## src/rtl/ged_ram.sv

```systemverilog
// Generic simple dual-port RAM with one write port and a registered read.
module ged_ram #(
    parameter int WIDTH = 8,
    parameter int DEPTH = 512
) (
    input  logic                     aclk,
    input  logic                     we,
    input  logic [$clog2(DEPTH)-1:0] waddr,
    input  logic [WIDTH-1:0]         wdata,
    input  logic [$clog2(DEPTH)-1:0] raddr,
    output logic [WIDTH-1:0]         rdata
);

    logic [WIDTH-1:0] mem [DEPTH];
    logic [WIDTH-1:0] rdata_reg;

    // Write and registered read
    always_ff @(posedge aclk) begin
        if (we) begin
            mem[waddr] <= wdata;
        end
        rdata_reg <= mem[raddr];
    end

    assign rdata = rdata_reg;

endmodule

```

## config.mk

```make
export PLATFORM = sky130hd
export DESIGN_NAME = ged_ram
export DESIGN_NICKNAME = d
export VERILOG_FILES = /design/src/rtl/ged_ram.sv
export SDC_FILE = /design/constraint.sdc
export NUM_CORES = 2
export LEC_CHECK = 0
export ABC_AREA = 1
export BUFFER_PORTS_ARGS = -buffer_cell sky130_fd_sc_hd__buf_2
export CORE_MARGIN = 1
export CORE_UTILIZATION = 40
export CTS_CLUSTER_DIAMETER = 50
export DETAILED_ROUTE_END_ITERATION = 16
export PLACE_DENSITY = 0.55
export SYNTH_ARGS = -nofsm -noshare
export SYNTH_HDL_FRONTEND = slang
export SYNTH_SLANG_ARGS = --single-unit
```

## constraint.sdc

```tcl
create_clock -name aclk -period 2.65 [get_ports aclk]
set_clock_uncertainty 0.2 [all_clocks]
set_input_delay 0.1325 -clock aclk [delete_from_list [all_inputs] [get_ports aclk]]
set_output_delay 0.1325 -clock aclk [all_outputs]
set_load 0.02 [all_outputs]
```

# After elaboration in Yosys (flattened, before gate mapping)
# Memories as Yosys holds them, arrays and structs flattened. A register that Yosys moved wholly into a read port is not among the register bits.
# Cells that the tools add are included.
# word_totals
output_inout_bits,8
wordCells,3
memories,1
reg_bits,0
ramBits,4096
in_bits,28
# memory_table
memory,words,width,rd,rd_clocked_by_memory_dff,wr,line,text
mem,512,8,1,1,1,14,logic [WIDTH-1:0] mem [DEPTH];
# op_classes
n_mux,2
# op_table
op,n
$mux 1,2

# Depth between registers and ports, before layout
# logic_depth
depth_word,2
depth_mapped,15
ltp_nobuf,11

# Worst setup path after synthesis
# No wires, ideal clock.
# synth_path
path_kind,input-to-reg
start,input waddr[4]
end,memory mem[212][0] (enable)
n_path_buf,1
arrival_time_ps,1353
stages,7
required_ps,2080
setup_time_ps,370
path_slack_ps,726
cell_sequence,inv_1 nor2_1 inv_1 nor2_1 inv_1 clkbuf_1 nor2_1
# synth_rtl
item,line,text
"start, declared",8,"input logic [$clog2(DEPTH)-1:0] waddr,"
"end, declared",14,
# No word-level cell before the write port.

# Worst setup path in the final report
# layout_path
start,input waddr[2]
end,memory mem[346][3] (enable)
# No word-level cell before the write port.

==> impl_metrics.tcl <==
set metrics [dict create \
    status "finished, final reports clean" \
    power_density_nw_per_um2 731 \
    peakVddDrop_mv 0.595 \
    min_path_type "input port to flop" \
    crit_required_ns 3.10 \
    timing.fmax_mhz 384 \
    netlist_area_sq_um 167000 \
    die_area_sq_um 419000 \
    routabilityCongestion 0.863 \
    cp.arrival_ns 3.06 \
    first_pass_iters 6 \
    fin_util_pct 47.9 \
    routed-via-count 112000 \
    root_buffer "clkbuf_16" \
    cp_top_family "buffers and inverters" \
    drt_iter0_markers 11600 \
    crit_type "input port to flop" \
    numCtsBuffers 468 \
    overflow 0 \
    syn-num-nets 13900 \
    avgSynthCellArea_sq_um 12.0 \
    dp_hpwl_um 314000 \
    dp.cells 19800 \
    yosysSeqAreaShare_pct 73.9 \
    areaGrowthSynthToFinish_pct 18.8 \
    crit_path_start_kind "input port" \
    layout.nets 14900 \
    grt_pass1_wl_um 732000 \
    drc_errors 0 \
    leakage_nw 70.9 \
    drv_cap 0 \
    holdWs_ns 0.0253 \
    fin_setup_tns_ns 0 \
    htree_levels 5 \
    crit_slowest_cell "dlygate4sd3_1" \
    power.switching_mw 33.6 \
    synth_top_cell_area_share_pct 73.8 \
    cp.depth 10 \
    path_clk_slew_ns 0.06 \
    worstMarginPinSlew_ns 1.28 \
    clk_path_buf_depth 4 \
    avgViaCountPerCell 5.41 \
    final_common_cell "nand2_1" \
    timing.slew.headroom_pct 14.6 \
    cts_sinks 4104 \
    power.share.clock_pct 44.1 \
    initial_core_util_pct 40.3 \
    die-height_um 648 \
    r2r.worst_path.cells 12 \
    slowest_delay_ns 0.59 \
    path_common_cell "dlygate4sd3_1" \
    cts_tree "done" \
    ant_nets 0 \
    end_kind "flop" \
    combPwrFrac_pct 6.6 \
    cp_max_fo 8 \
    setup_viol 0 \
    rsz0062_at_grt "true" \
    grt_start_max_net_pins 121 \
    largest_register_ffs 4096 \
    routed_wl_um 504000 \
    portBuffers 35 \
    std_cell_rows 236 \
    layout_min_cycle_time_ns 2.61 \
    yosys.cell_types.count 16 \
    fin_total_pwr_mw 145 \
    yosysTopAreaCell "edfxtp_1" \
    pwr-share-seq_pct 49.4 \
    critPathBufInv 7 \
    ys_top_cells_by_area "edfxtp_1 74%, nand3_1 12%, nand2_1 9.4%, buf_2 1.6%, nor2_1 1.2%" \
    timing_hold_violations_final 0 \
    antenna_found_initial 23 \
    switching_share_pct 23.2 \
    io_pins 36 \
    layout_common_cells "4145 x nand2_1, 4096 x edfxtp_1, 4077 x nand3_1" \
    drive_gt1_share_pct 14.2 \
    crit_path_cell_trace "dlygate4sd3_1, buf_2, inv_1, nand2_1, dlygate4sd3_1, nor2_1, dlygate4sd3_1, buf_4, nand2_1, inv_1" \
    first_global_vias 107000 \
    fin_crit_sh_pct 98.4 \
    final_cells 20700 \
    fill_cells 36800 \
    die_w_um 648 \
    gr-usage-all-layers_pct 23.6 \
    synth_warnings 0 \
    clk_latency_ns 1.02 \
    ys_ff_latch 4104 \
    internal_power_mw 111 \
    core-area_sq_um 414000 \
    maxSlewViolCount 0 \
    whs_path_depth 3 \
    avgRoutedWirePerCell_um 24.3 \
    syn_inst 13900 \
]
power by group through the flow:
stage | Combinational [mW] | Sequential (mW) | Clock [mW]
after floorplan | 4.42 | 72.9 | 0
after global placement | 9.33 | 72.9 | 0
after detailed placement | 9.38 | 72.9 | 0
after CTS | 9.48 | 71.6 | 64.6
after global routing | 10.2 | 71.5 | 67.0
final | 9.52 | 71.6 | 63.8
worst register-to-register path, stage by stage, from the launching register on:
cell	delay [ns]
edfxtp_1	0.39
nand2_1	0.09
nand3_1	0.06
nand3_1	0.14
nand3_1	0.09
nand3_1	0.14
nand3_2	0.18
nand3_2	0.16
buf_12	0.10
dlygate4sd3_1	0.58
nand3_1	0.08
nand3_1	0.11
nand2_1	0.06
routing by layer:
layer	part of all wire, %	up-vias	wire length [um]	track usage [%]
li1	-	51500	-	-
met1	44	55600	220000	33.9
met2	46	4149	233000	37.4
met3	6.9	773	34900	3.06
met4	3.1	0	15700	6.96
met5	0	-	0	0
cell families after synthesis:
kind of cell,synth area share (%)
simple gates,22.8
flops,73.9
buf+inv,3.33
timing repair:
item / 4_1_cts / 5_1_grt
endpoints found under the hold margin: 5059 / 0
buffers inserted: 0 / 0
setup endpoints to repair: 0 / 77
hold buffers: 47 / 0
gates resized for setup: 0 / 10
through the flow:
step,worst slack [ns],instance area (sq um)
after floorplan,0.726,167000
after global placement,-0.719,182000
after detailed placement,-0.730,182000
after CTS,0.00445,198000
after global routing,-0.0120,198000
final,0.0426,198000
Yosys cell counts:
cell and instances:
buf_1 82, buf_12 1, buf_2 517, buf_4 123
buf_6 72, buf_8 4, clkbuf_1 184, dfxtp_1 8
edfxtp_1 4096, inv_1 34, inv_2 3, inv_4 2
nand2_1 4160, nand3_1 4080, nor2_1 514, nor3_1 11
layout make-up:
class | count | area, sq um | share of cell area [%]
antenna | 7 | 17.5 | 0.00884
clock buffer | 550 | 12100 | 6.11
clock inverter | 310 | 3100 | 1.56
inverter | 39 | 210 | 0.106
multi-input combinational | 8765 | 38200 | 19.3
sequential | 4104 | 123000 | 62.2
tap | 5474 | 6850 | 3.46
timing repair buffer | 1480 | 14500 | 7.34
path summary, 6_finish.rpt:
check / startpoint / to / slack (ns)
min reg2reg: mem[418][7] / rdata[7] / 0.95
max reg2reg: mem[214][0] / rdata[0] / 0.13
max: waddr[2] / mem[346][3] / 0.04
min: wdata[0] / mem[221][0] / 0.03
Power figures use the tool's default switching activity.
