`src/rtl/ged_pkg.sv`:
```
// Shared types, constants and kernel tables of the gradient edge detector.
package ged_pkg;

    localparam int PIX_W        = 8;
    localparam int COORD_W      = 9;
    localparam int MODE_W       = 2;
    localparam int TH_W         = 11;
    localparam int SIDE_W       = 10;
    localparam int CFG_IDX_W    = 2;
    localparam int CFG_DATA_W   = 11;
    localparam int GRAD_W       = 11;
    localparam int SQ_W         = 20;
    localparam int MAG_W        = 21;
    localparam int TH2_W        = 22;
    localparam int ROOT_LIMIT   = 65536;
    localparam int DEF_MAX_SIDE = 512;

    // Register indexes of the configuration port
    localparam logic [CFG_IDX_W-1:0] CFG_MASK_MODE      = 2'd0;
    localparam logic [CFG_IDX_W-1:0] CFG_EDGE_THRESHOLD = 2'd1;
    localparam logic [CFG_IDX_W-1:0] CFG_IMAGE_SIDE     = 2'd2;

    // Kernel choices
    localparam logic [MODE_W-1:0] MODE_ROBERTS = 2'd0;
    localparam logic [MODE_W-1:0] MODE_PREWITT = 2'd1;
    localparam logic [MODE_W-1:0] MODE_SOBEL   = 2'd2;

    localparam logic [MODE_W-1:0]     RST_MASK_MODE  = MODE_SOBEL;
    localparam logic [TH_W-1:0]       RST_THRESHOLD  = 11'd100;
    localparam logic [SIDE_W-1:0]     RST_IMAGE_SIDE = 10'd512;
    localparam logic [PIX_W-1:0]      PIX_SAT        = 8'd255;

    typedef logic [8:0][PIX_W-1:0] pix_win_t;
    typedef logic signed [2:0]      kcoef_t;

    // Window taps 0..8 in raster order, rows oldest first
    localparam kcoef_t KERN_X [3][9] = '{
        '{3'sd0, 3'sd0, -3'sd1, 3'sd0, 3'sd1, 3'sd0, 3'sd0, 3'sd0, 3'sd0},
        '{-3'sd1, 3'sd0, 3'sd1, -3'sd1, 3'sd0, 3'sd1, -3'sd1, 3'sd0, 3'sd1},
        '{-3'sd1, 3'sd0, 3'sd1, -3'sd2, 3'sd0, 3'sd2, -3'sd1, 3'sd0, 3'sd1}
    };
    localparam kcoef_t KERN_Y [3][9] = '{
        '{-3'sd1, 3'sd0, 3'sd0, 3'sd0, 3'sd1, 3'sd0, 3'sd0, 3'sd0, 3'sd0},
        '{3'sd1, 3'sd1, 3'sd1, 3'sd0, 3'sd0, 3'sd0, -3'sd1, -3'sd1, -3'sd1},
        '{3'sd1, 3'sd2, 3'sd1, 3'sd0, 3'sd0, 3'sd0, -3'sd1, -3'sd2, -3'sd1}
    };

endpackage

```
`src/rtl/ged_root.sv`:
```
// Iterative integer square root, one result bit per cycle, saturated to 255.
module ged_root
    import ged_pkg::*;
(
    input  logic               aclk,
    input  logic               aresetn,
    input  logic               start,
    input  logic [MAG_W-1:0]   val,
    output logic               done,
    output logic [PIX_W-1:0]   root
);

    logic               busy_reg, busy_next;
    logic               done_reg, done_next;
    logic [PIX_W-1:0]   res_reg, res_next;
    logic [PIX_W-1:0]   bit_reg, bit_next;
    logic [15:0]        val_reg, val_next;
    logic [PIX_W-1:0]   trial;
    logic [15:0]        trial_sq;

    assign trial    = res_reg | bit_reg;
    assign trial_sq = trial * trial;

    // Try one bit a cycle, highest first
    always_comb begin
        busy_next = busy_reg;
        done_next = 1'b0;
        res_next  = res_reg;
        bit_next  = bit_reg;
        val_next  = val_reg;
        if (start) begin
            if (val >= MAG_W'(ROOT_LIMIT)) begin
                res_next  = PIX_SAT;
                done_next = 1'b1;
            end else begin
                busy_next = 1'b1;
                res_next  = '0;
                bit_next  = {1'b1, {(PIX_W-1){1'b0}}};
                val_next  = val[15:0];
            end
        end else if (busy_reg) begin
            if (trial_sq <= val_reg) begin
                res_next = trial;
            end
            bit_next = bit_reg >> 1;
            if (bit_reg[0]) begin
                busy_next = 1'b0;
                done_next = 1'b1;
            end
        end
    end

    always_ff @(posedge aclk) begin
        if (!aresetn) begin
            busy_reg <= 1'b0;
            done_reg <= 1'b0;
        end else begin
            busy_reg <= busy_next;
            done_reg <= done_next;
        end
        res_reg <= res_next;
        bit_reg <= bit_next;
        val_reg <= val_next;
    end

    assign done = done_reg;
    assign root = res_reg;

endmodule

```
`config.mk`:
```
export PLATFORM = sky130hd
export DESIGN_NAME = ged_root
export DESIGN_NICKNAME = d
export VERILOG_FILES = /design/src/rtl/ged_pkg.sv /design/src/rtl/ged_root.sv
export SDC_FILE = /design/constraint.sdc
export NUM_CORES = 1
export LEC_CHECK = 0
export BUFFER_PORTS_ARGS = -buffer_cell sky130_fd_sc_hd__buf_2
export CORE_MARGIN = 4
export CORE_UTILIZATION = 30
export CTS_CLUSTER_DIAMETER = 200
export DETAILED_ROUTE_END_ITERATION = 16
export GPL_ROUTABILITY_DRIVEN = 0
export GPL_TIMING_DRIVEN = 0
export PLACE_DENSITY = 0.58
export REMOVE_ABC_BUFFERS = 1
export SLEW_MARGIN = 20
export SYNTH_ARGS = -nofsm -noshare
export SYNTH_HDL_FRONTEND = slang
export SYNTH_SLANG_ARGS = --single-unit
```
`constraint.sdc`:
```
create_clock -name aclk -period 11.62 [get_ports aclk]
set_input_delay 1.162 -clock aclk [delete_from_list [all_inputs] [get_ports aclk]]
set_output_delay 1.162 -clock aclk [all_outputs]
set_load 0.01 [all_outputs]
```
After elaboration in Yosys (flattened, before gate mapping)
Cells that the tools add are included.

cells by class
  reductions and logical operators = 5
  equal/unequal tests = 1
  bitwise gates (word level) = 2
  $lt $le $gt $ge = 2
  multipliers = 1
  multiplexer cells = 15

operator list
  cell                    count
  $mux W8                 7
  $ge A21 B17 Y1 const B  1
  $le A16 B16 Y1          1
  $mul A8 B8 Y16          1
  $mux W1                 8
  $or A8 B8 Y8            1
  $reduce_and A2 Y1       3
  $reduce_bool A2 Y1      2
  $ne A2 B2 Y1 const B    1
  $not A1 Y1              1

storage, ports and cells
  register bits after elaboration = 34
  output and inout port bits = 9

Longest topological paths before layout
Gate-level depths: netlist (run 1).

  depth in word-level cells = 6
  gate-level depth with buffers = 22

Least setup slack after synthesis (run 1)
No wires, ideal clock.

  path kind = register -> register
  from = reg res_reg[5] (netlist: root[5])
  to = reg res_reg[0] (netlist: root[0]), enable pin
  stages on the path, launching flop included = 22
  data arrival time = 5.430 ns
  setup slack = 5.806 ns
  clock period less this slack = 5.814 ns
  library setup time = 0.384 ns
  cells stage by stage = edfxtp_1 -> or2_1 -> clkbuf_1 -> o21ai_0 -> fa_1 -> inv_1 -> fa_1 -> fa_1 -> inv_1 -> fa_1 -> inv_1 -> ha_1 -> a211oi_2 -> o21bai_1 -> a21o_1 -> a221oi_2 -> xnor2_1 -> ha_1 -> nor2b_1 -> o21ai_0 -> nand4b_1 -> o21ai_0

on the way
  longest elaborated chain between the ends = 5

ends and longest elaborated chain
  element                              line            source
  start: declaration                   ged_root.sv:15  logic [PIX_W-1:0] res_reg, res_next;
  start signal: assignment             ged_root.sv:61  res_reg <= res_next;
  $or A8 B8 Y8                         ged_root.sv:21  assign trial = res_reg | bit_reg;
  $mul A8 B8 Y16                       ged_root.sv:22  assign trial_sq = trial * trial;
  $le A16 B16 Y1                       ged_root.sv:42  if (trial_sq <= val_reg) begin
  $reduce_bool A2 Y1 (no source line)  --
  $reduce_and A2 Y1 (no source line)   --

No other way between the ends.
A chain may end at the register's enable or synchronous reset.

Worst setup path after layout (run 1)
  from = reg bit_reg[1]
  to = reg res_reg[4] (netlist: root[4]), enable pin

on the way
  longest elaborated chain between the ends = 5

ends and longest elaborated chain
  element                              line            source
  start: declaration                   ged_root.sv:16  logic [PIX_W-1:0] bit_reg, bit_next;
  start signal: assignment             ged_root.sv:62  bit_reg <= bit_next;
  $or A8 B8 Y8                         ged_root.sv:21
  $mul A8 B8 Y16                       ged_root.sv:22
  $le A16 B16 Y1                       ged_root.sv:42
  $reduce_bool A2 Y1 (no source line)  --
  $reduce_and A2 Y1 (no source line)   --

No other way between the ends.

==> summary.md, run 1 <==
| Metric | Value |
|---|---|
| Status | `completed` |
| Core ar. | `10500 µm²` |
| F_max | `0.159 GHz` |
| Ys flop type | `edfxtp_1` |
| Final core occ | `0.354` |
| Min Tclk post-route | `6.31 ns` |
| Synth Warn # | `0` |
| Number of synthesized flops with an enable pin | `32` |
| Number of flip-flops in the largest register | `16` |
| Synth Area per Inst | `9.51 µm²` |
| Fin crit share | `0.543` |
| Total track usage | `0.107` |
| CTS Sinks | `34` |
| Post-CTS sizing | `0` |
| Hold EP | `busy_reg` |
| Num CTS Buffers | `5` |
| Async SR Flop Fraction | `0` |
| Clk slew on worst S/H paths | `0.08 ns` |
| CTS tree | `yes` |
| Clock Skews | `0.00428 ns` |
| First DRT Iteration DRCs | `114` |
| Commonest non-fill, non-tap cell in the layout | `inv_1` |
| Residual DRC count | `0` |
| Crit path capture type | `register` |
| Setup CP Type | `register to register` |
| Area delta synth->final | `13.1%` |
| Global-route wire length before repair | `11200 µm` |
| Pleak | `1.60 nW` |
| Mapped Cells | `344` |
| Synth unique cells | `48` |
| Vias in the first global route | `2408` |
| DPL Wire Length | `5410 µm` |
| Initial antenna violation count | `0` |
| RSZ-0062 raised after global routing | `no` |
| Vias | `2469` |
| Setup_tns | `0 ns` |
| # hold bufs at CTS | `0` |
| Worst Path Arrival | `6.23 ns` |
| Fillcell total | `1097` |
| Clk buf depth | `2` |
| CP startpoint kind | `register` |
| CP most frequent cell | `fa_1` |
| Die Wd | `112 µm` |
| Hold Path Origin | `busy_reg` |
| Wire per inst | `12.8 µm` |
| Die Ht | `112 µm` |
| Final ANT Viol Nets | `0` |
| Hold path depth | `2` |
| Antenna diodes | `0` |
| Worst-Skew Late Latency | `0.28 ns` |
| Worst VDD drop | `55.8 µV` |
| R2R setup slack | `5.31 ns` |
| FF-to-FF End | `root[4]` |
| Relative slew slack | `0.496` |
| Cell area after synthesis | `3270 µm²` |
| Crit path largest cell delay | `0.62 ns` |
| Most frequent cells in the layout | `inv_1 (61), nor2_1 (50), ha_1 (43)` |
| Dpl cells | `508` |
| Cell row count | `37` |
| Worst slew pin tran | `0.751 ns` |
| Via-per-instance ratio | `4.78` |
| Required time of the critical path | `11.54 ns` |
| Max_cap viols | `0` |
| Layout cell share with drive strength beyond 1 | `0.124` |
| Die Area | `12600 µm²` |
| Dpl ws | `5.26 ns` |
| Crit-path slowest cell | `o21ai_1` |
| Largest net degree at the start of global routing | `25` |
| Post-Route WL | `6620 µm` |
| Number of synthesized register bits | `34` |
| PD cells | `95.7 nW/µm²` |
| Fin cells | `516` |
| Setup ws final | `5.31 ns` |
| Final hold vios | `0` |
| I/O pin total | `33` |
| R2R cell count | `19` |
| Initial Util | `0.313` |
| Pwr Total | `0.354 mW` |
| Htree depth | `2` |
| Worst Hold Class | `register to register` |
| I/O Buffers | `32` |
| Critical-path maximum fanout | `8` |
| Sequential-to-total area share from yosys stat | `0.306` |
| Total Nets Final | `471` |
| Worst r2r src | `bit_reg[1]` |
| Setup violators final | `0` |
| Max-slew violations | `0` |
| Total grt overflow | `0` |
| CP cell instances | `nor2_1 > nor2_1 > fa_1 > fa_1 > fa_1 > inv_1 > fa_1 > inv_1 > ha_1 > a211oi_2 > o21bai_1 > a21o_1 > a221oi_2 > xnor2_1 > ha_1 > nor2b_1 > o21ai_0 > nand4b_1 > o21ai_1` |
| CTS root buffer | `clkbuf_8` |
| Setup Buffers After CTS | `0` |
| First-pass DRT Iterations | `4` |
## where the power goes
part / internal [mW] / switching (mW) / total, mW
Clock: 0.0639 / 0.0486 / 0.112
Sequential: 0.135 / 0.000819 / 0.136
Combinational: 0.0465 / 0.0591 / 0.106
Total: 0.245 / 0.108 / 0.354
## worst max-delay path: cells and delay by family (launching register included)
kind / cells / cell delay (ns)
adder cells (fa/ha/maj): 6 / 2.68
AO/OA/AOI/OAI: 6 / 1.54
AND/OR/NAND/NOR: 4 / 0.98
flip-flops: 1 / 0.50
XOR/XNOR: 1 / 0.15
buffers and inverters: 2 / 0.09
## layer usage
metal / track usage / part of all wire / wire (µm)
met5: 0 / 0 / 0
met4: 0.0224 / 0.0047 / 31
met3: 0.0167 / 0.032 / 214
met2: 0.185 / 0.50 / 3310
met1: 0.142 / 0.46 / 3060
## synthesized netlist by cell type (all sizes together), types with 3 or more instances
master,n,area share
nand3,6,0.0092
nand4,4,0.0076
xor2,4,0.011
ha,43,0.16
edfxtp,32,0.29
inv,63,0.072
o21a,3,0.0069
nor3,12,0.018
nand2,15,0.017
nor2b,10,0.019
a21oi,9,0.015
xnor2,9,0.024
fa,25,0.15
clkbuf,4,0.0046
or2,4,0.0077
nor2,50,0.057
o22ai,3,0.0057
a21o,3,0.0069
o21ai,15,0.023
## cell families (layout without fill, tap and decap cells)
family,Yosys count,in the layout,share of synthesized area
flip-flops,34,34,0.306
adder cells (fa/ha/maj),68,68,0.318
buffers and inverters,67,103,0.0769
AO/OA/AOI/OAI,50,50,0.104
AND/OR/NAND/NOR,112,112,0.161
XOR/XNOR,13,13,0.0348
## through the flow
| stage | hold WS, ns | area (µm²) |
|---|---|---|
| after floorplan | 0.475 | 3260 |
| after global placement | 0.513 | 3590 |
| after detailed placement | 0.512 | 3590 |
| after CTS | 0.523 | 3700 |
| after global routing | 0.566 | 3700 |
| final | 0.522 | 3700 |
## worst max-delay path by stage
stage	start	endpoint	slack (ns)	cells past startpoint
6_report	bit_reg[1]	root[4]	5.31	19
5_1_grt	bit_reg[1]	root[4]	4.73	20
4_1_cts	bit_reg[1]	root[4]	5.24	19
3_5_place_dp	bit_reg[1]	root[2]	5.26	19
3_3_place_gp	bit_reg[1]	root[2]	4.96	19
2_1_floorplan	root[1]	root[0]	5.82	19
## cell type report
type	instances	area [µm²]	area share
multi-input cells	243	2020	0.545
flip-flops and latches	34	1000	0.271
inverters	63	236	0.0639
clock buffers	5	68.8	0.0186
well taps	136	170	0.0460
clock inverters	3	45.0	0.0122
repair buffers	32	160	0.0433
Note: power is estimated with default switching activity, not from simulation.
==> run 2, diff against run 1 <==
- clock period: 11.62 -> 6.1 ns (I/O delays scaled with it)
==> run 2 against run 1 <==
Non-clock buffer count grew 1. Largest cell class unchanged. Cell area increased by 1.6%. Clock power rose by 90%. Combinational power up 92%. Setup slack worse by 4.9 ns. Register-to-register slack got worse by 4.9 ns. Critical path depth rose by 1. Clock skew grew 0.0015 ns. Hold slack lost 0.027 ns. Final cell count rose by 0.19%.
==> summary.md, run 2 (same netlist as run 1, synthesis figures left out) <==
| Metric | Value |
|---|---|
| Status | `completed (unchanged)` |
| Area delta synth->final | `14.9% (was 13.1%)` |
| CP startpoint kind | `register (unchanged)` |
| Setup CP Type | `register to register (unchanged)` |
| Relative slew slack | `0.513 (was 0.496)` |
| Die Ht | `112 µm (unchanged)` |
| Worst VDD drop | `102 µV (was 55.8 µV)` |
| Hold EP | `val_reg[6] (was busy_reg)` |
| First DRT Iteration DRCs | `167 (was 114)` |
| Num CTS Buffers | `5 (unchanged)` |
| Worst slew pin tran | `0.726 ns (was 0.751 ns)` |
| Total grt overflow | `0 (unchanged)` |
| Required time of the critical path | `6.11 ns (was 11.54 ns)` |
| Hold Path Origin | `val[6] (was busy_reg)` |
| Worst Path Arrival | `5.67 ns (was 6.23 ns)` |
| DPL Wire Length | `5410 µm (unchanged)` |
| Wire per inst | `12.8 µm (about the same)` |
| Vias in the first global route | `2408 (unchanged)` |
| Worst Hold Class | `input pin to register (was register to register)` |
| Largest net degree at the start of global routing | `25 (unchanged)` |
| Min Tclk post-route | `5.66 ns (was 6.31 ns)` |
| Max_cap viols | `0 (unchanged)` |
| PD cells | `180 nW/µm² (was 95.7 nW/µm²)` |
| Hold path depth | `1 (was 2)` |
| CTS root buffer | `clkbuf_8 (unchanged)` |
| Max-slew violations | `0 (unchanged)` |
| Initial Util | `0.313 (unchanged)` |
| Post-Route WL | `6610 µm (was 6620 µm)` |
| Clk slew on worst S/H paths | `0.08 ns (about the same)` |
| Number of flip-flops in the largest register | `16 (unchanged)` |
| Die Wd | `112 µm (unchanged)` |
| RSZ-0062 raised after global routing | `no (unchanged)` |
| I/O Buffers | `32 (unchanged)` |
| R2R setup slack | `0.44 ns (was 5.31 ns)` |
| Clock Skews | `0.00576 ns (was 0.00428 ns)` |
| Worst-Skew Late Latency | `0.28 ns (about the same)` |
| Die Area | `12600 µm² (unchanged)` |
| Vias | `2449 (was 2469)` |
| Clk buf depth | `2 (unchanged)` |
| FF-to-FF End | `root[4] (unchanged)` |
| Total Nets Final | `472 (was 471)` |
| Global-route wire length before repair | `11200 µm (unchanged)` |
| Antenna diodes | `0 (unchanged)` |
| CTS tree | `yes (unchanged)` |
| I/O pin total | `33 (unchanged)` |
| Setup violators final | `0 (unchanged)` |
| Residual DRC count | `0 (unchanged)` |
| Pleak | `1.62 nW (was 1.60 nW)` |
| Initial antenna violation count | `0 (unchanged)` |
| Cell row count | `37 (unchanged)` |
| Fillcell total | `1091 (was 1097)` |
| R2R cell count | `20 (was 19)` |
| F_max | `0.177 GHz (was 0.159 GHz)` |
| Fin cells | `517 (was 516)` |
| Final hold vios | `0 (unchanged)` |
| Layout cell share with drive strength beyond 1 | `0.144 (was 0.124)` |
| Dpl cells | `508 (unchanged)` |
| First-pass DRT Iterations | `4 (unchanged)` |
| Htree depth | `2 (unchanged)` |
| Crit path capture type | `register (unchanged)` |
| # hold bufs at CTS | `0 (unchanged)` |
| Critical-path maximum fanout | `8 (unchanged)` |
| CTS Sinks | `34 (unchanged)` |
| Most frequent cells in the layout | `inv_1 (61), nor2_1 (45), ha_1 (43) (was inv_1 (61), nor2_1 (50), ha_1 (43))` |
| Total track usage | `0.107 (unchanged)` |
| Worst r2r src | `bit_reg[0] (was bit_reg[1])` |
| Commonest non-fill, non-tap cell in the layout | `inv_1 (unchanged)` |
| Final core occ | `0.359 (was 0.354)` |
| Core ar. | `10500 µm² (unchanged)` |
| Final ANT Viol Nets | `0 (unchanged)` |
| Fin crit share | `0.928 (was 0.543)` |
| Via-per-instance ratio | `4.74 (was 4.78)` |
[run 2: cell type report]
type	count	area [µm²]	share of cell area
inverters	63	236	0.0629
flip-flops and latches	34	1000	0.266
repair buffers	33	180	0.0479
clock inverters	3	45.0	0.0120
multi-input cells	243	2060	0.547
clock buffers	5	68.8	0.0183
well taps	136	170	0.0453
[run 2: layer usage]
layer	routed length [µm]	GRT usage	up-vias	part of all wire
met5	0	0	-	0
met4	31	0.0224	0	0.0047
met3	170	0.0167	2	0.026
met2	3290	0.185	37	0.50
met1	3120	0.142	1177	0.47
li1	-	-	1233	-
[run 2: what timing repair did]
item / CTS / global route
pin swaps: 0 / 2
hold endpoints to repair: 0 / 0
setup buffers: 0 / 1
endpoints found under the setup margin: 8 / 8
gates resized for setup: 2 / 9
[run 2: worst max-delay path, stage by stage (launching register included)]
cell and delay, ns:
edfxtp_1 0.48, nor2_2 0.39, nor2_1 0.19, fa_1 0.45
fa_1 0.52, inv_1 0.05, fa_1 0.44, fa_1 0.51
inv_1 0.04, ha_1 0.37, a211oi_2 0.23, o21bai_1 0.07
a21o_1 0.19, a221oi_2 0.24, xnor2_1 0.15, ha_1 0.26
nor2b_1 0.13, o21ai_0 0.19, nand4b_1 0.17, o21ai_4 0.17
buf_12 0.14
[run 2: how the worst max path moves through the flow]
stage | cells past startpoint | start | end
floorplan | 19 | root[1] | root[0]
global placement | 19 | bit_reg[1] | root[2]
detailed placement | 19 | bit_reg[1] | root[3]
CTS | 21 | root[3] | root[4]
global route | 22 | root[6] | root[4]
finish | 20 | bit_reg[0] | root[4]
[run 2: power by group]
group,switching [mW],total (mW),internal (mW)
Combinational,0.113,0.203,0.0902
Sequential,0.00176,0.259,0.257
Clock,0.0917,0.213,0.122
[run 2: through the flow]
step | area, µm² | total power [mW] | setup TNS (ns) | hold WS, ns | setup WS [ns]
global route | 3760 | 0.721 | 0 | 0.477 | 0.00867
CTS | 3710 | 0.680 | 0 | 0.488 | 0.0153
global placement | 3590 | 0.460 | -4.44 | 0.513 | -0.556
floorplan | 3260 | 0.418 | 0 | 0.475 | 0.300
detailed placement | 3590 | 0.466 | -2.10 | 0.512 | -0.263
finish | 3760 | 0.676 | 0 | 0.495 | 0.442
