==> config.mk <==
export PLATFORM = sky130hd
export DESIGN_NAME = ged_grad
export DESIGN_NICKNAME = d
export VERILOG_FILES = /design/src/rtl/ged_pkg.sv /design/src/rtl/ged_grad.sv
export SDC_FILE = /design/constraint.sdc
export NUM_CORES = 1
export LEC_CHECK = 0
export ABC_AREA = 0
export BUFFER_PORTS_ARGS = -buffer_cell sky130_fd_sc_hd__buf_2
export CAP_MARGIN = 10
export CORE_MARGIN = 4
export CORE_UTILIZATION = 45
export CTS_CLUSTER_DIAMETER = 30
export CTS_CLUSTER_SIZE = 14
export DETAILED_ROUTE_END_ITERATION = 10
export SYNTH_ARGS = -nofsm -noshare
export SYNTH_HDL_FRONTEND = slang
export SYNTH_SLANG_ARGS = --single-unit
==> constraint.sdc <==
create_clock -name aclk -period 8.3 [get_ports aclk]
set_clock_uncertainty 0.05 [all_clocks]
set_input_delay 0.415 -clock aclk [delete_from_list [all_inputs] [get_ports aclk]]
set_output_delay 0.415 -clock aclk [all_outputs]
set_load 0.01 [all_outputs]
==> src/rtl/ged_pkg.sv <==
// Shared types, constants and kernel tables of the gradient edge detector.
package ged_pkg;

    localparam int PIX_W        = 8;
    localparam int COORD_W      = 9;
    localparam int MODE_W       = 2;
    localparam int TH_W         = 11;
    localparam int SIDE_W       = 10;
    localparam int CFG_IDX_W    = 2;
    localparam int CFG_DATA_W   = 11;
    localparam int GRAD_W       = 11;
    localparam int SQ_W         = 20;
    localparam int MAG_W        = 21;
    localparam int TH2_W        = 22;
    localparam int ROOT_LIMIT   = 65536;
    localparam int DEF_MAX_SIDE = 512;

    // Register indexes of the configuration port
    localparam logic [CFG_IDX_W-1:0] CFG_MASK_MODE      = 2'd0;
    localparam logic [CFG_IDX_W-1:0] CFG_EDGE_THRESHOLD = 2'd1;
    localparam logic [CFG_IDX_W-1:0] CFG_IMAGE_SIDE     = 2'd2;

    // Kernel choices
    localparam logic [MODE_W-1:0] MODE_ROBERTS = 2'd0;
    localparam logic [MODE_W-1:0] MODE_PREWITT = 2'd1;
    localparam logic [MODE_W-1:0] MODE_SOBEL   = 2'd2;

    localparam logic [MODE_W-1:0]     RST_MASK_MODE  = MODE_SOBEL;
    localparam logic [TH_W-1:0]       RST_THRESHOLD  = 11'd100;
    localparam logic [SIDE_W-1:0]     RST_IMAGE_SIDE = 10'd512;
    localparam logic [PIX_W-1:0]      PIX_SAT        = 8'd255;

    typedef logic [8:0][PIX_W-1:0] pix_win_t;
    typedef logic signed [2:0]      kcoef_t;

    // Window taps 0..8 in raster order, rows oldest first
    localparam kcoef_t KERN_X [3][9] = '{
        '{3'sd0, 3'sd0, -3'sd1, 3'sd0, 3'sd1, 3'sd0, 3'sd0, 3'sd0, 3'sd0},
        '{-3'sd1, 3'sd0, 3'sd1, -3'sd1, 3'sd0, 3'sd1, -3'sd1, 3'sd0, 3'sd1},
        '{-3'sd1, 3'sd0, 3'sd1, -3'sd2, 3'sd0, 3'sd2, -3'sd1, 3'sd0, 3'sd1}
    };
    localparam kcoef_t KERN_Y [3][9] = '{
        '{-3'sd1, 3'sd0, 3'sd0, 3'sd0, 3'sd1, 3'sd0, 3'sd0, 3'sd0, 3'sd0},
        '{3'sd1, 3'sd1, 3'sd1, 3'sd0, 3'sd0, 3'sd0, -3'sd1, -3'sd1, -3'sd1},
        '{3'sd1, 3'sd2, 3'sd1, 3'sd0, 3'sd0, 3'sd0, -3'sd1, -3'sd2, -3'sd1}
    };

endpackage

==> src/rtl/ged_grad.sv <==
// Gradient pipeline: kernel sums, squares, and squared magnitude.
module ged_grad
    import ged_pkg::*;
(
    input  logic                aclk,
    input  logic                aresetn,
    input  logic                start,
    input  logic [MODE_W-1:0]   mode_k,
    input  pix_win_t            win,
    output logic                mag_valid,
    output logic [MAG_W-1:0]    mag2
);

    logic [2:0]               vld_reg;
    logic signed [GRAD_W-1:0] gx_reg, gy_reg;
    logic signed [GRAD_W-1:0] gx_next, gy_next;
    logic [SQ_W-1:0]          sqx_reg, sqy_reg;
    logic [MAG_W-1:0]         mag_reg;
    logic signed [2*GRAD_W-1:0] px2, py2;

    // Form gx and gy from the nine taps
    always_comb begin
        gx_next = '0;
        gy_next = '0;
        for (int i = 0; i < 9; i++) begin
            gx_next = gx_next + GRAD_W'(GRAD_W'(KERN_X[mode_k][i])
                      * GRAD_W'($signed({1'b0, win[i]})));
            gy_next = gy_next + GRAD_W'(GRAD_W'(KERN_Y[mode_k][i])
                      * GRAD_W'($signed({1'b0, win[i]})));
        end
    end

    assign px2 = gx_reg * gx_reg;
    assign py2 = gy_reg * gy_reg;

    // Advance the stage valids
    always_ff @(posedge aclk) begin
        if (!aresetn) begin
            vld_reg <= '0;
        end else begin
            vld_reg <= {vld_reg[1:0], start};
        end
    end

    // Payload stages
    always_ff @(posedge aclk) begin
        gx_reg  <= gx_next;
        gy_reg  <= gy_next;
        sqx_reg <= SQ_W'(px2);
        sqy_reg <= SQ_W'(py2);
        mag_reg <= MAG_W'(sqx_reg) + MAG_W'(sqy_reg);
    end

    assign mag_valid = vld_reg[2];
    assign mag2      = mag_reg;

endmodule

## After elaboration in Yosys (flattened, before gate mapping)

Cells that the tools add are included.

| cells by class | value |
|---|---|
| add/sub/neg operators | 17 |
| $mul | 20 |
| $lt $le $gt $ge | 1 |
| muxes and demuxes | 6 |
| bitwise gates (word level) | 1 |

Operators by type and width:

| operator | number |
|---|---|
| multiplier 3 x 9 -> 11 bit | 18 |
| adder 11 bit | 16 |
| binary-select mux 27 bit (select 2 bit) | 2 |
| 2-to-1 mux 27 bit | 4 |
| multiplier 11 x 11 -> 20 bit | 2 |
| adder 20 x 20 -> 21 bit | 1 |
| greater-or-equal comparator 3 bit (second input constant) | 1 |
| NOT 2 -> 3 bit | 1 |

| word-level totals | value |
|---|---|
| register bits | 86 |
| bits of input ports | 77 |

## Depth between registers and ports, before layout

Gate-level depths: netlist of run 1.

| logic depth | value |
|---|---|
| depth in word-level cells | 13 |
| gate-level depth with buffers | 27 |

## Least setup slack after synthesis of run 1

Ideal clock, no wire load.

| path | value |
|---|---|
| kind | input port to flip-flop |
| start | input port mode_k[0] |
| end | register gy_reg[10] |
| library setup time | 121 ps |
| data arrival time | 6628 ps |
| slack | 1501 ps |
| cell stages on the path | 25 |
| path buffers | 3 |
| cells stage by stage | inv_1 > ha_1 > clkbuf_1 > clkbuf_1 > clkbuf_1 > nand2_1 > fa_1 > inv_1 > fa_1 > inv_1 > fa_1 > fa_1 > inv_1 > fa_1 > fa_1 > inv_1 > fa_1 > inv_1 > ha_1 > a21oi_1 > o21bai_1 > a21o_1 > a21oi_1 > o21ai_0 > xnor2_1 |

| on the way | value |
|---|---|
| cells in the longest elaborated chain, start to end | 13 |
| elaborated cells between the ends (all ways) | 21 |
| classes of those cells | 8 x add/sub; 9 x mul; 3 x mux; 1 x bitwise |

Ends and longest elaborated chain:

| what | RTL line | source |
|---|---|---|
| from (decl) | ged_grad.sv:8 | `input logic [MODE_W-1:0] mode_k,` |
| NOT 2 -> 3 bit (implied by the code) * | ged_grad.sv:28 | `gy_next = gy_next + GRAD_W'(GRAD_W'(KERN_Y[mode_k][i])` |
| binary-select mux 27 bit (select 2 bit) * | ged_grad.sv:28 |  |
| 2-to-1 mux 27 bit (implied by the code) * (2 in a row) | ged_grad.sv:28 |  |
| multiplier 3 x 9 -> 11 bit | ged_grad.sv:29 | `* GRAD_W'($signed({1'b0, win[i]})));` |
| adder 11 bit (7 in a row) | ged_grad.sv:28 |  |
| adder 11 bit * | ged_grad.sv:28 |  |
| via gy_next[10] | ged_grad.sv:16 | `logic signed [GRAD_W-1:0] gx_next, gy_next;` |
| to (signal assigned) | ged_grad.sv:48 | `gy_reg <= gy_next;` |
| to (decl) | ged_grad.sv:15 | `logic signed [GRAD_W-1:0] gx_reg, gy_reg;` |

The timed path passes the listed nets; every way through them passes the cells marked *. The select of a mux whose other input is x is not followed.
A chain may end at the register's enable or synchronous reset.

## Worst setup path after layout of run 1

| path | value |
|---|---|
| start | input port mode_k[0] |
| end | register gx_reg[10] |

| on the way | value |
|---|---|
| cells in the longest elaborated chain, start to end | 13 |
| elaborated cells between the ends (all ways) | 21 |
| classes of those cells | 8 x add/sub; 9 x mul; 3 x mux; 1 x bitwise |

Ends and longest elaborated chain:

| what | RTL line | source |
|---|---|---|
| NOT 2 -> 3 bit (implied by the code) * | ged_grad.sv:26 | `gx_next = gx_next + GRAD_W'(GRAD_W'(KERN_X[mode_k][i])` |
| binary-select mux 27 bit (select 2 bit) * | ged_grad.sv:26 |  |
| 2-to-1 mux 27 bit (implied by the code) * (2 in a row) | ged_grad.sv:26 |  |
| multiplier 3 x 9 -> 11 bit | ged_grad.sv:27 | `* GRAD_W'($signed({1'b0, win[i]})));` |
| adder 11 bit (7 in a row) | ged_grad.sv:26 |  |
| adder 11 bit * | ged_grad.sv:26 |  |
| via gx_next[10] | ged_grad.sv:16 |  |
| to (signal assigned) | ged_grad.sv:47 | `gx_reg <= gx_next;` |
| to (decl) | ged_grad.sv:15 |  |

Marked as above.

==> summary.md, run 1 <==
| Metric | Value |
|---|---|
| Status | `complete, no violations` |
| Max-cap violations | `0` |
| Die height | `213 um` |
| Hold Violations, Final | `0` |
| Distinct cells, synth | `44` |
| CP Data Arrival Time | `6.67 ns` |
| FP Rows | `74` |
| Register area share after synthesis | `8.86%` |
| Synth Register Bits | `84` |
| Layout area overhead | `6.94%` |
| Ports | `99` |
| Final Setup Violations | `0` |
| Post-synth net total | `2,713` |
| Global Route Usage Sum | `18.2%` |
| Residual DRC | `0` |
| Core Region | `0.0413 sq mm` |
| Worst setup SP type | `input port` |
| Initial Util | `46.0%` |
| Async set-reset flop share out of synthesis | `0%` |
| Final wirelength | `38,100 um` |
| Syn_area_per_cell | `9.55 sq um` |
| Hpwl dp | `33,600 um` |
| Setup CP Type | `input port to register` |
| H-tree Lvls | `3` |
| RR Startpoint | `gx_reg[3]` |
| Gr ovfl total | `0` |
| Actual slew at the worst max-slew pin | `0.858 ns` |
| Slew Limit Fails | `0` |
| Ys flop type | `dfxtp_1` |
| Hold Crit Depth | `2` |
| Routability cong. | `0.886` |
| Critical Path Max Stage Delay | `0.72 ns` |
| Share of the synthesized area in the top cell type | `41.3%` |
| Number of routed nets with antenna violations | `0` |
| Detailed Route Iter0 Violations | `465` |
| Post-cts hold buffer count | `0` |
| TNS Setup | `0 ns` |
| Tmin final | `6.50 ns` |
| Stages on worst setup path | `24` |
| Port-buffer cells | `98` |
| Ant diodes | `0` |
| R2R setup slack | `2.91 ns` |
| Clk sink count | `84` |
| DR WL/cell | `14.7 um` |
| Vias | `12,273` |
| Count leader, synth | `inv_1` |
| Top delay family on crit path | `adder cells` |
| Die width | `213 um` |
| Worst R2R End | `sqx_reg[19]` |
| Worst Path Buf+Inv | `9` |
| Post-Syn Area | `0.0190 sq mm` |
| Layout cells sized above 1 | `6.10%` |
| RSZ-0062 raised after global routing | `no` |
| Final #Nets | `2,783` |
| Vias in the first global route | `13,601` |
| Via/cell ratio | `4.73` |
| Initial antenna violation count | `2` |
| Setup crit end kind | `register` |
| First-pass DRT Iterations | `5` |
| CTS tree | `built` |
| CP max FO | `39` |
| Post-CTS sizing | `0` |
| Pin count of the biggest net entering global routing | `40` |
| CP max-delay cell | `ha_2` |
| Die ar. | `0.0456 sq mm` |
| Required time of the critical path | `8.47 ns` |
| Worst R2R Path Depth | `19` |
| Hold Crit Start | `start` |
| Synth warn | `0` |
| Buffer count from post-CTS setup fixing | `0` |
| Num CTS Buffers | `9` |
| Root Buffer | `clkbuf_16` |
| EDFF count, synth | `0` |
| Max Freq | `154 MHz` |
| Dominant cell type by area after synthesis | `fa_1` |
| Normalized max-slew margin | `42.8%` |
| First-pass GRT wire length | `66,300 um` |
| Launch point of the worst path | `mode_k[0]` |
| Worst Setup EP | `gx_reg[10]` |
| Synth top cells by count | `inv_1 (567), fa_1 (392), ha_1 (255)` |
| Synth area leaders | `fa_1 (41%), ha_1 (17%), inv_1 (11%), dfxtp_1 (8.9%), and2_1 (5.5%)` |
| Max reg flops | `21` |
| Final cycle utilization of the critical path | `78.3%` |
| Worst-Skew Late Latency | `0.34 ns` |
| CTS max path bufs | `2` |
| Post-Syn Instances | `1,989` |
| Critical-path cell list | `buf_2 > inv_1 > ha_2 > buf_4 > nand2_1 > fa_1 > inv_1 > fa_1 > inv_1 > fa_1 > fa_1 > inv_1 > fa_1 > fa_1 > inv_1 > fa_1 > inv_1 > ha_1 > inv_1 > o21bai_1 > a21o_1 > a21oi_1 > o21ai_0 > xnor2_1` |
| Clock slew at reported path FFs | `0.06 ns` |
| Hold WC Path Type | `input port to register` |
-- through the flow --
step	setup slack (ns)	instances	instance area [sq um]	hold WS (ns)	util, %
6_report	1.80	2596	20300	0.240	49.2
5_1_grt	1.41	2596	20300	0.235	49.2
4_1_cts	1.79	2596	20300	0.229	49.2
3_5_place_dp	1.42	2580	20000	0.387	48.5
3_3_place_gp	1.47	2580	20000	0.367	48.5
2_1_floorplan	1.50	1989	19000	0.316	-
-- cell families after synthesis --
kind of cell	count (synthesis)	share of synthesized area, %
AO/OA/AOI/OAI	115	3.87
XOR/XNOR	104	4.80
adder cells (fa/ha/maj)	647	58.1
buffers and inverters	611	12.1
flip-flops	84	8.86
AND/OR/NAND/NOR	428	12.3
-- per-layer routing --
metal | vias to the layer above | part of all wire, % | GRT usage, %
met4 | 4 | 1.5 | 3.16
met3 | 37 | 3.9 | 2.28
li1 | 5961 | - | -
met2 | 216 | 50 | 32.1
met5 | - | 0.058 | 0
met1 | 6055 | 45 | 24.5
-- worst register-to-register path: cells and delay by family (launching register included) --
kind,cells,cell delay (ns)
AOI/OAI and AO/OA,6,1.29
xor gates and xnor gates,1,0.14
adders and majority gates,6,2.57
buffers and inverters,4,0.23
DFF,1,0.70
and+or+nand+nor,2,0.33
-- worst min path at each step --
stage / end
5_1_grt: vld_reg[0]
6_report: vld_reg[0]
2_1_floorplan: sqy_reg[0]
3_3_place_gp: vld_reg[1]
4_1_cts: vld_reg[0]
3_5_place_dp: vld_reg[2]
-- area by class of cell --
type	instances	area [sq um]
fill	3948	21000
timing repair buffer	103	528
inverter	567	2130
clock buffer	12	256
sequential	84	1680
clock inverter	4	31.3
multi-input combinational	1294	15000
tap	532	666
-- layout by cell type, fill, tap and decap left out, types with 15 or more instances in the layout --
master,count
a21oi_1,44
and2_1,167
buf_2,98
dfxtp_1,84
fa_1,392
ha_1,254
inv_1,567
nand2_1,87
nand2b_1,36
nor2_1,50
nor2b_1,58
o21ai_0,17
xnor2_1,89
xor2_1,15
Power of run 1 is not shown: default switching activity piles up to over one toggle a cycle in this logic, so the estimate is an artifact.
==> run 2: changes to the inputs <==
--- a/config.mk
+++ b/config.mk
@@ -5,7 +5,7 @@
 export SDC_FILE = /design/constraint.sdc
 export NUM_CORES = 1
 export LEC_CHECK = 0
-export ABC_AREA = 0
+export ABC_AREA = 1
 export BUFFER_PORTS_ARGS = -buffer_cell sky130_fd_sc_hd__buf_2
 export CAP_MARGIN = 10
 export CORE_MARGIN = 4
==> constraint.sdc (replaced) <==
create_clock -name aclk -period 5.7 [get_ports aclk]
set_clock_uncertainty 0.05 [all_clocks]
set_input_delay 0.285 -clock aclk [delete_from_list [all_inputs] [get_ports aclk]]
set_output_delay 0.285 -clock aclk [all_outputs]
set_load 0.01 [all_outputs]
==> run 2 against run 1 <==
Via count is 17% higher. Non-clock buffer count is 73 higher. Sequential share of layout area is 0.63 points lower. Global-route usage is 1.3 points higher. Worst setup slack worse by 1.6 ns. Routed wire length is 13% higher. Final cell count is 21% higher. Register-to-register slack worse by 2.2 ns. Hold slack worse by 0.15 ns. Critical path depth is 1 lower.
==> summary.md, run 2 <==
| Metric | Value |
|---|---|
| Status | `complete, no violations (unchanged)` |
| Root Buffer | `clkbuf_16 (unchanged)` |
| Number of routed nets with antenna violations | `0 (unchanged)` |
| Worst hold margin | `0.0852 ns (was 0.240 ns)` |
| Most frequent cells in the layout | `inv_1 (801), nand2_1 (413), fa_1 (390), ha_1 (248), nor2_1 (102) (was inv_1 (567), fa_1 (392), ha_1 (254), and2_1 (167), buf_2 (98))` |
| Fillers | `4,279 (was 3,948)` |
| Final cycle utilization of the critical path | `95.8%` |
| Clk sink count | `84 (unchanged)` |
| Dominant cell type by area after synthesis | `fa_1 (unchanged)` |
| EDFF count, synth | `0 (unchanged)` |
| Syn_area_per_cell | `8.29 sq um (was 9.55 sq um)` |
| Synth area leaders | `fa_1 (40%), ha_1 (16%), inv_1 (15%), dfxtp_1 (8.5%), nand2_1 (7.9%) (was fa_1 (41%), ha_1 (17%), inv_1 (11%), dfxtp_1 (8.9%), and2_1 (5.5%))` |
| Critical-path cell list | `buf_2 > inv_1 > ha_4 > inv_6 > buf_4 > or2_2 > fa_2 > fa_1 > fa_1 > inv_1 > ha_1 > fa_1 > fa_1 > inv_1 > fa_1 > inv_1 > ha_1 > inv_1 > nor4_2 > nand2_1 > o211ai_1 > nand3b_1 > nand2_1 (was buf_2 > inv_1 > ha_2 > buf_4 > nand2_1 > fa_1 > inv_1 > fa_1 > inv_1 > fa_1 > fa_1 > inv_1 > fa_1 > fa_1 > inv_1 > fa_1 > inv_1 > ha_1 > inv_1 > o21bai_1 > a21o_1 > a21oi_1 > o21ai_0 > xnor2_1)` |
| Final Setup Violations | `0 (unchanged)` |
| Post-Syn Instances | `2,396 (was 1,989)` |
| Detailed Route Iter0 Violations | `628 (was 465)` |
| Vias in the first global route | `15,574 (was 13,601)` |
| Synth Register Bits | `84 (unchanged)` |
| Core Region | `0.0434 sq mm (was 0.0413 sq mm)` |
| First-pass GRT wire length | `75,000 um (was 66,300 um)` |
| Pin count of the biggest net entering global routing | `20 (was 40)` |
| Synth top cells by count | `inv_1 (805), nand2_1 (416), fa_1 (392) (was inv_1 (567), fa_1 (392), ha_1 (255))` |
| Final #Nets | `3,262 (was 2,783)` |
| Launch point of the worst path | `mode_k[0] (unchanged)` |
| CP max-delay cell | `fa_2 (was ha_2)` |
| Required time of the critical path | `5.89 ns (was 8.47 ns)` |
| Hold WC Path Type | `input port to register (unchanged)` |
| Hold Crit Depth | `3 (was 2)` |
| Max Freq | `183 MHz` |
| Setup crit end kind | `register (unchanged)` |
| Die width | `218 um (was 213 um)` |
| Die ar. | `0.0476 sq mm (was 0.0456 sq mm)` |
| Global Route Usage Sum | `19.5% (was 18.2%)` |
| Layout area overhead | `10.6% (was 6.94%)` |
| Worst-Skew Late Latency | `0.35 ns (was 0.34 ns)` |
| CTS tree | `built (unchanged)` |
| Leading cell type in the layout, fill and taps excluded | `inv_1 (unchanged)` |
| Actual slew at the worst max-slew pin | `0.614 ns (was 0.858 ns)` |
| Max reg flops | `21 (unchanged)` |
| Worst R2R End | `sqy_reg[19] (was sqx_reg[19])` |
| Buffer count from post-CTS setup fixing | `0 (unchanged)` |
| CTS max path bufs | `2 (unchanged)` |
| H-tree Lvls | `3 (unchanged)` |
| Post-Syn Area | `0.0199 sq mm (was 0.0190 sq mm)` |
| Layout cells sized above 1 | `10.4% (was 6.10%)` |
| RR Startpoint | `gy_reg[10] (was gx_reg[3])` |
| FP Rows | `76 (was 74)` |
| CP max FO | `15 (was 39)` |
| Hold Violations, Final | `0 (unchanged)` |
| Via/cell ratio | `4.58 (was 4.73)` |
| Hpwl dp | `38,800 um (was 33,600 um)` |
| Worst R2R Path Depth | `17 (was 19)` |
| Slew Limit Fails | `0 (unchanged)` |
| Normalized max-slew margin | `59.0% (was 42.8%)` |
| DR WL/cell | `13.8 um (was 14.7 um)` |
| Count leader, synth | `inv_1 (unchanged)` |
| Setup CP Type | `input port to register (unchanged)` |
| Ys flop type | `dfxtp_1 (unchanged)` |
| Distinct cells, synth | `42 (was 44)` |
| Num CTS Buffers | `9 (unchanged)` |
| Clock slew at reported path FFs | `0.06 ns (about the same)` |
| Worst setup SP type | `input port (unchanged)` |
| Die height | `218 um (was 213 um)` |
| Final wirelength | `43,100 um (was 38,100 um)` |
| Register area share after synthesis | `8.47% (was 8.86%)` |
| Fin area | `0.0220 sq mm (was 0.0203 sq mm)` |
| Vias | `14,321 (was 12,273)` |
| Initial Util | `45.8% (was 46.0%)` |
| Initial antenna violation count | `1 (was 2)` |
| Tmin final | `5.46 ns` |
| R2R setup slack | `0.69 ns (was 2.91 ns)` |
| Max-cap violations | `0 (unchanged)` |
| Synth warn | `0 (unchanged)` |
| Port-buffer cells | `98 (unchanged)` |
| Post-synth net total | `3,120 (was 2,713)` |
| Dpl cell area | `0.0216 sq mm (was 0.0200 sq mm)` |
| Endpoint with the worst hold slack | `vld_reg[0] (unchanged)` |
| CP Data Arrival Time | `5.65 ns (was 6.67 ns)` |
| First-pass DRT Iterations | `5 (unchanged)` |
| Hold Crit Start | `start (unchanged)` |
| Residual DRC | `0 (unchanged)` |
| Gr ovfl total | `0 (unchanged)` |
| RSZ-0062 raised after global routing | `yes (was no)` |
| Ports | `99 (unchanged)` |
| Routability cong. | `0.937 (was 0.886)` |
| Async set-reset flop share out of synthesis | `0% (unchanged)` |
| Share of the synthesized area in the top cell type | `39.5% (was 41.3%)` |
| Critical Path Max Stage Delay | `0.55 ns (was 0.72 ns)` |
==> run 2: per-layer routing <==
metal  global-route usage [%]  vias up  share of wire (%)
met5                        0        -                  0
met4                     4.02        0                2.0
met3                     1.64       38                3.9
met2                     34.0      266                 49
met1                     26.7     6919                 45
li1                         -     7098                  -
==> run 2: what timing repair did <==
action	CTS	global route
resized for setup	0	14
hold buffers	0	0
setup endpoints to repair	0	8
==> run 2: stage by stage <==
| stage | utilization [%] | std cells | setup slack [ns] | TNS, ns |
|---|---|---|---|---|
| 2_1_floorplan | - | 2396 | 0.00344 | 0 |
| 3_3_place_gp | 49.9 | 3112 | -0.174 | -0.973 |
| 3_5_place_dp | 49.9 | 3112 | -0.215 | -1.57 |
| 4_1_cts | 50.6 | 3128 | 0.155 | 0 |
| 5_1_grt | 50.7 | 3128 | -0.0118 | -0.0126 |
| 6_report | 50.7 | 3129 | 0.241 | 0 |
==> run 2: logic make-up (layout without fill, tap and decap cells) <==
logic type	after synthesis	count (layout)	share of synthesized area [%]
other	0	1	0
AND/OR/NAND/NOR	615	615	12.8
XOR/XNOR	85	85	3.79
flip-flops	84	84	8.47
buffers and inverters	853	1000	16.2
AO/OA/AOI/OAI	112	112	3.24
adder cells (fa/ha/maj)	647	647	55.6
==> run 2: area by class of cell <==
type	count	area, sq um	share of cell area, %
antenna	1	2.50	0.0114
clock buffer	9	225	1.02
multi-input combinational	1459	15100	68.8
clock inverter	7	76.3	0.347
sequential	84	1680	7.65
timing repair buffer	176	1110	5.05
inverter	808	3040	13.8
tap	585	732	3.33
==> run 2: worst max-delay path by stage <==
stage / endpoint / slack, ns / depth (start not counted)
final: gy_reg[10] / 0.24 / 23
after global placement: gy_reg[8] / -0.17 / 24
after floorplan: gx_reg[10] / 0.003 / 24
after CTS: gy_reg[10] / 0.15 / 24
after global routing: gy_reg[10] / -0.01 / 23
after detailed placement: gy_reg[10] / -0.21 / 24
==> run 2: worst max-delay path: cells and delay by family <==
family,cells,cell delay (ns)
buffers and inverters,8,0.59
and+or+nand+nor,5,0.79
adders and majority gates,9,3.88
AOI/OAI and AO/OA,1,0.10
Power of run 2 is left out for the same reason.
==> run 3: changes to the inputs <==
--- a/config.mk
+++ b/config.mk
@@ -13,6 +13,7 @@
 export CTS_CLUSTER_DIAMETER = 30
 export CTS_CLUSTER_SIZE = 14
 export DETAILED_ROUTE_END_ITERATION = 10
+export RECOVER_POWER = 100
 export SYNTH_ARGS = -nofsm -noshare
 export SYNTH_HDL_FRONTEND = slang
 export SYNTH_SLANG_ARGS = --single-unit
==> run 3 against run 2 <==
Final cell count is the same. Global-route usage is the same. Die area stayed put. Largest cell class unchanged. Worst setup slack worse by 0.00080 ns. Count of clock-buffer cells in the layout did not move. First-iteration DRC count fell by 2.1%. Flip-flop and latch count is the same. Maximum frequency barely moved. Hold slack better by 0.0012 ns. Via count about the same. Cell area is 0.20% lower. Routed wire length about the same.
==> summary.md, run 3 (same netlist as run 2, synthesis figures left out) <==
| Metric | Value |
|---|---|
| Actual slew at the worst max-slew pin | `0.614 ns (about the same)` |
| Via/cell ratio | `4.58 (about the same)` |
| CTS tree | `built (unchanged)` |
| H-tree Lvls | `3 (unchanged)` |
| Die ar. | `0.0476 sq mm (unchanged)` |
| Setup crit end kind | `register (unchanged)` |
| CP Data Arrival Time | `5.65 ns (about the same)` |
| Worst-Skew Late Latency | `0.35 ns (about the same)` |
| Hold Violations, Final | `0 (unchanged)` |
| Die height | `218 um (unchanged)` |
| Dpl cell area | `0.0216 sq mm (unchanged)` |
| Setup CP Type | `input port to register (unchanged)` |
| Vias | `14,326 (was 14,321)` |
| Worst R2R Path Depth | `17 (unchanged)` |
| Number of routed nets with antenna violations | `0 (unchanged)` |
| Final Non-Filler Cells | `3,129 (unchanged)` |
| First-pass DRT Iterations | `5 (unchanged)` |
| Normalized max-slew margin | `59.0% (unchanged)` |
| Clock slew at reported path FFs | `0.06 ns (about the same)` |
| Root Buffer | `clkbuf_16 (unchanged)` |
| Worst R2R End | `sqy_reg[19] (unchanged)` |
| Initial antenna violation count | `1 (unchanged)` |
| Final wirelength | `43,100 um (about the same)` |
| Detailed Route Iter0 Violations | `615 (was 628)` |
| Gr ovfl total | `0 (unchanged)` |
| Worst Setup EP | `gy_reg[10] (unchanged)` |
| RSZ-0062 raised after global routing | `yes (unchanged)` |
| Worst setup SP type | `input port (unchanged)` |
| CP max FO | `15 (unchanged)` |
| Max reg flops | `21 (unchanged)` |
| Core Region | `0.0434 sq mm (unchanged)` |
| Global Route Usage Sum | `19.5% (unchanged)` |
| Fin area | `0.0219 sq mm (was 0.0220 sq mm)` |
| Launch point of the worst path | `mode_k[0] (unchanged)` |
| Most frequent cells in the layout | `inv_1 (801), nand2_1 (415), fa_1 (390), ha_1 (248), nor2_1 (102) (was inv_1 (801), nand2_1 (413), fa_1 (390), ha_1 (248), nor2_1 (102))` |
| Num CTS Buffers | `9 (unchanged)` |
| Vias in the first global route | `15,574 (unchanged)` |
| Port-buffer cells | `98 (unchanged)` |
| Die width | `218 um (unchanged)` |
| Max-cap violations | `0 (unchanged)` |
| Final #Nets | `3,262 (unchanged)` |
| Initial Util | `45.8% (unchanged)` |
| R2R setup slack | `0.69 ns (about the same)` |
| FP Rows | `76 (unchanged)` |
| Final Setup Violations | `0 (unchanged)` |
| Slew Limit Fails | `0 (unchanged)` |
| Status | `complete, no violations (unchanged)` |
| Residual DRC | `0 (unchanged)` |
| Layout cells sized above 1 | `9.40% (was 10.4%)` |
| Routability cong. | `0.937 (unchanged)` |
| Hpwl dp | `38,800 um (unchanged)` |
| Pin count of the biggest net entering global routing | `20 (unchanged)` |
| First-pass GRT wire length | `75,000 um (unchanged)` |
| Final cycle utilization of the critical path | `95.8% (about the same)` |
| RR Startpoint | `gy_reg[10] (unchanged)` |
| DR WL/cell | `13.8 um (about the same)` |
| Max Freq | `183 MHz (about the same)` |
| Clk sink count | `84 (unchanged)` |
| Post-Place Cells | `3,112 (unchanged)` |
| CTS max path bufs | `2 (unchanged)` |
| Required time of the critical path | `5.89 ns (about the same)` |
| Ports | `99 (unchanged)` |
| Layout area overhead | `10.4% (was 10.6%)` |
| Leading cell type in the layout, fill and taps excluded | `inv_1 (unchanged)` |
| TNS Setup | `0 ns (unchanged)` |
| Hold WC Path Type | `input port to register (unchanged)` |
| Tmin final | `5.46 ns (about the same)` |
## run 3: cell count changes in the layout (fill, tap and decap cells not counted)
cell / change
nand3_1: +1
nand2_4: -1
buf_2: -23
nand2_1: +2
o21ai_0: +2
o21ai_1: -2
nand2_2: -1
clkbuf_1: +23
nand3_2: -1
## run 3: per-stage QoR
step	util [%]	hold WS, ns	worst slack, ns
2_1_floorplan	-	0.299	0.00344
3_3_place_gp	49.9	0.346	-0.174
3_5_place_dp	49.9	0.346	-0.215
4_1_cts	50.6	0.0736	0.155
5_1_grt	50.6	0.0803	-0.0118
6_report	50.6	0.0864	0.240
## run 3: worst max-delay path: stages
cell,delay [ns]
buf_2,0.09
inv_1,0.07
ha_4,0.31
inv_6,0.08
or2_4,0.24
fa_1,0.53
inv_1,0.05
fa_1,0.53
inv_1,0.05
fa_1,0.45
fa_2,0.53
inv_1,0.04
fa_1,0.45
fa_1,0.48
inv_1,0.05
fa_1,0.49
inv_2,0.05
ha_4,0.27
nand2_1,0.06
o21ai_2,0.18
nand2_1,0.08
o211ai_1,0.10
nand3b_1,0.13
nand2_1,0.05
## run 3: routing by layer
metal / vias up / global-route usage [%] / routed length [um]
met3: 38 / 1.64 / 1610
li1: 7101 / - / -
met2: 258 / 34.0 / 21100
met4: 0 / 4.02 / 884
met1: 6929 / 26.7 / 19500
met5: - / 0 / 0
## run 3: layout make-up
cell class / count / area (sq um)
sequential: 84 / 1680
clock inverter: 7 / 76.3
multi-input combinational: 1459 / 15100
timing repair buffer: 176 / 1080
inverter: 808 / 3040
fill: 4297 / 21400
tap: 585 / 732
clock buffer: 9 / 225
antenna: 1 / 2.50
## run 3: worst min path at each step
stage / start / to / slack (ns) / cells after the start
2_1_floorplan: gy_reg[0] / sqy_reg[0] / 0.30 / 0
3_3_place_gp: vld_reg[0] / vld_reg[1] / 0.35 / 2
3_5_place_dp: vld_reg[0] / vld_reg[1] / 0.35 / 2
4_1_cts: start / vld_reg[0] / 0.07 / 3
5_1_grt: start / vld_reg[0] / 0.08 / 3
6_report: start / vld_reg[0] / 0.09 / 3
## run 3: what timing repair did
item | 4_1_cts | 5_1_grt
hold buffers | 0 | 0
gates resized for setup | 0 | 14
setup buffers | 0 | 0
hold endpoints to repair | 0 | 0
endpoints found under the setup margin | 0 | 8
Power of run 3 is left out for the same reason.
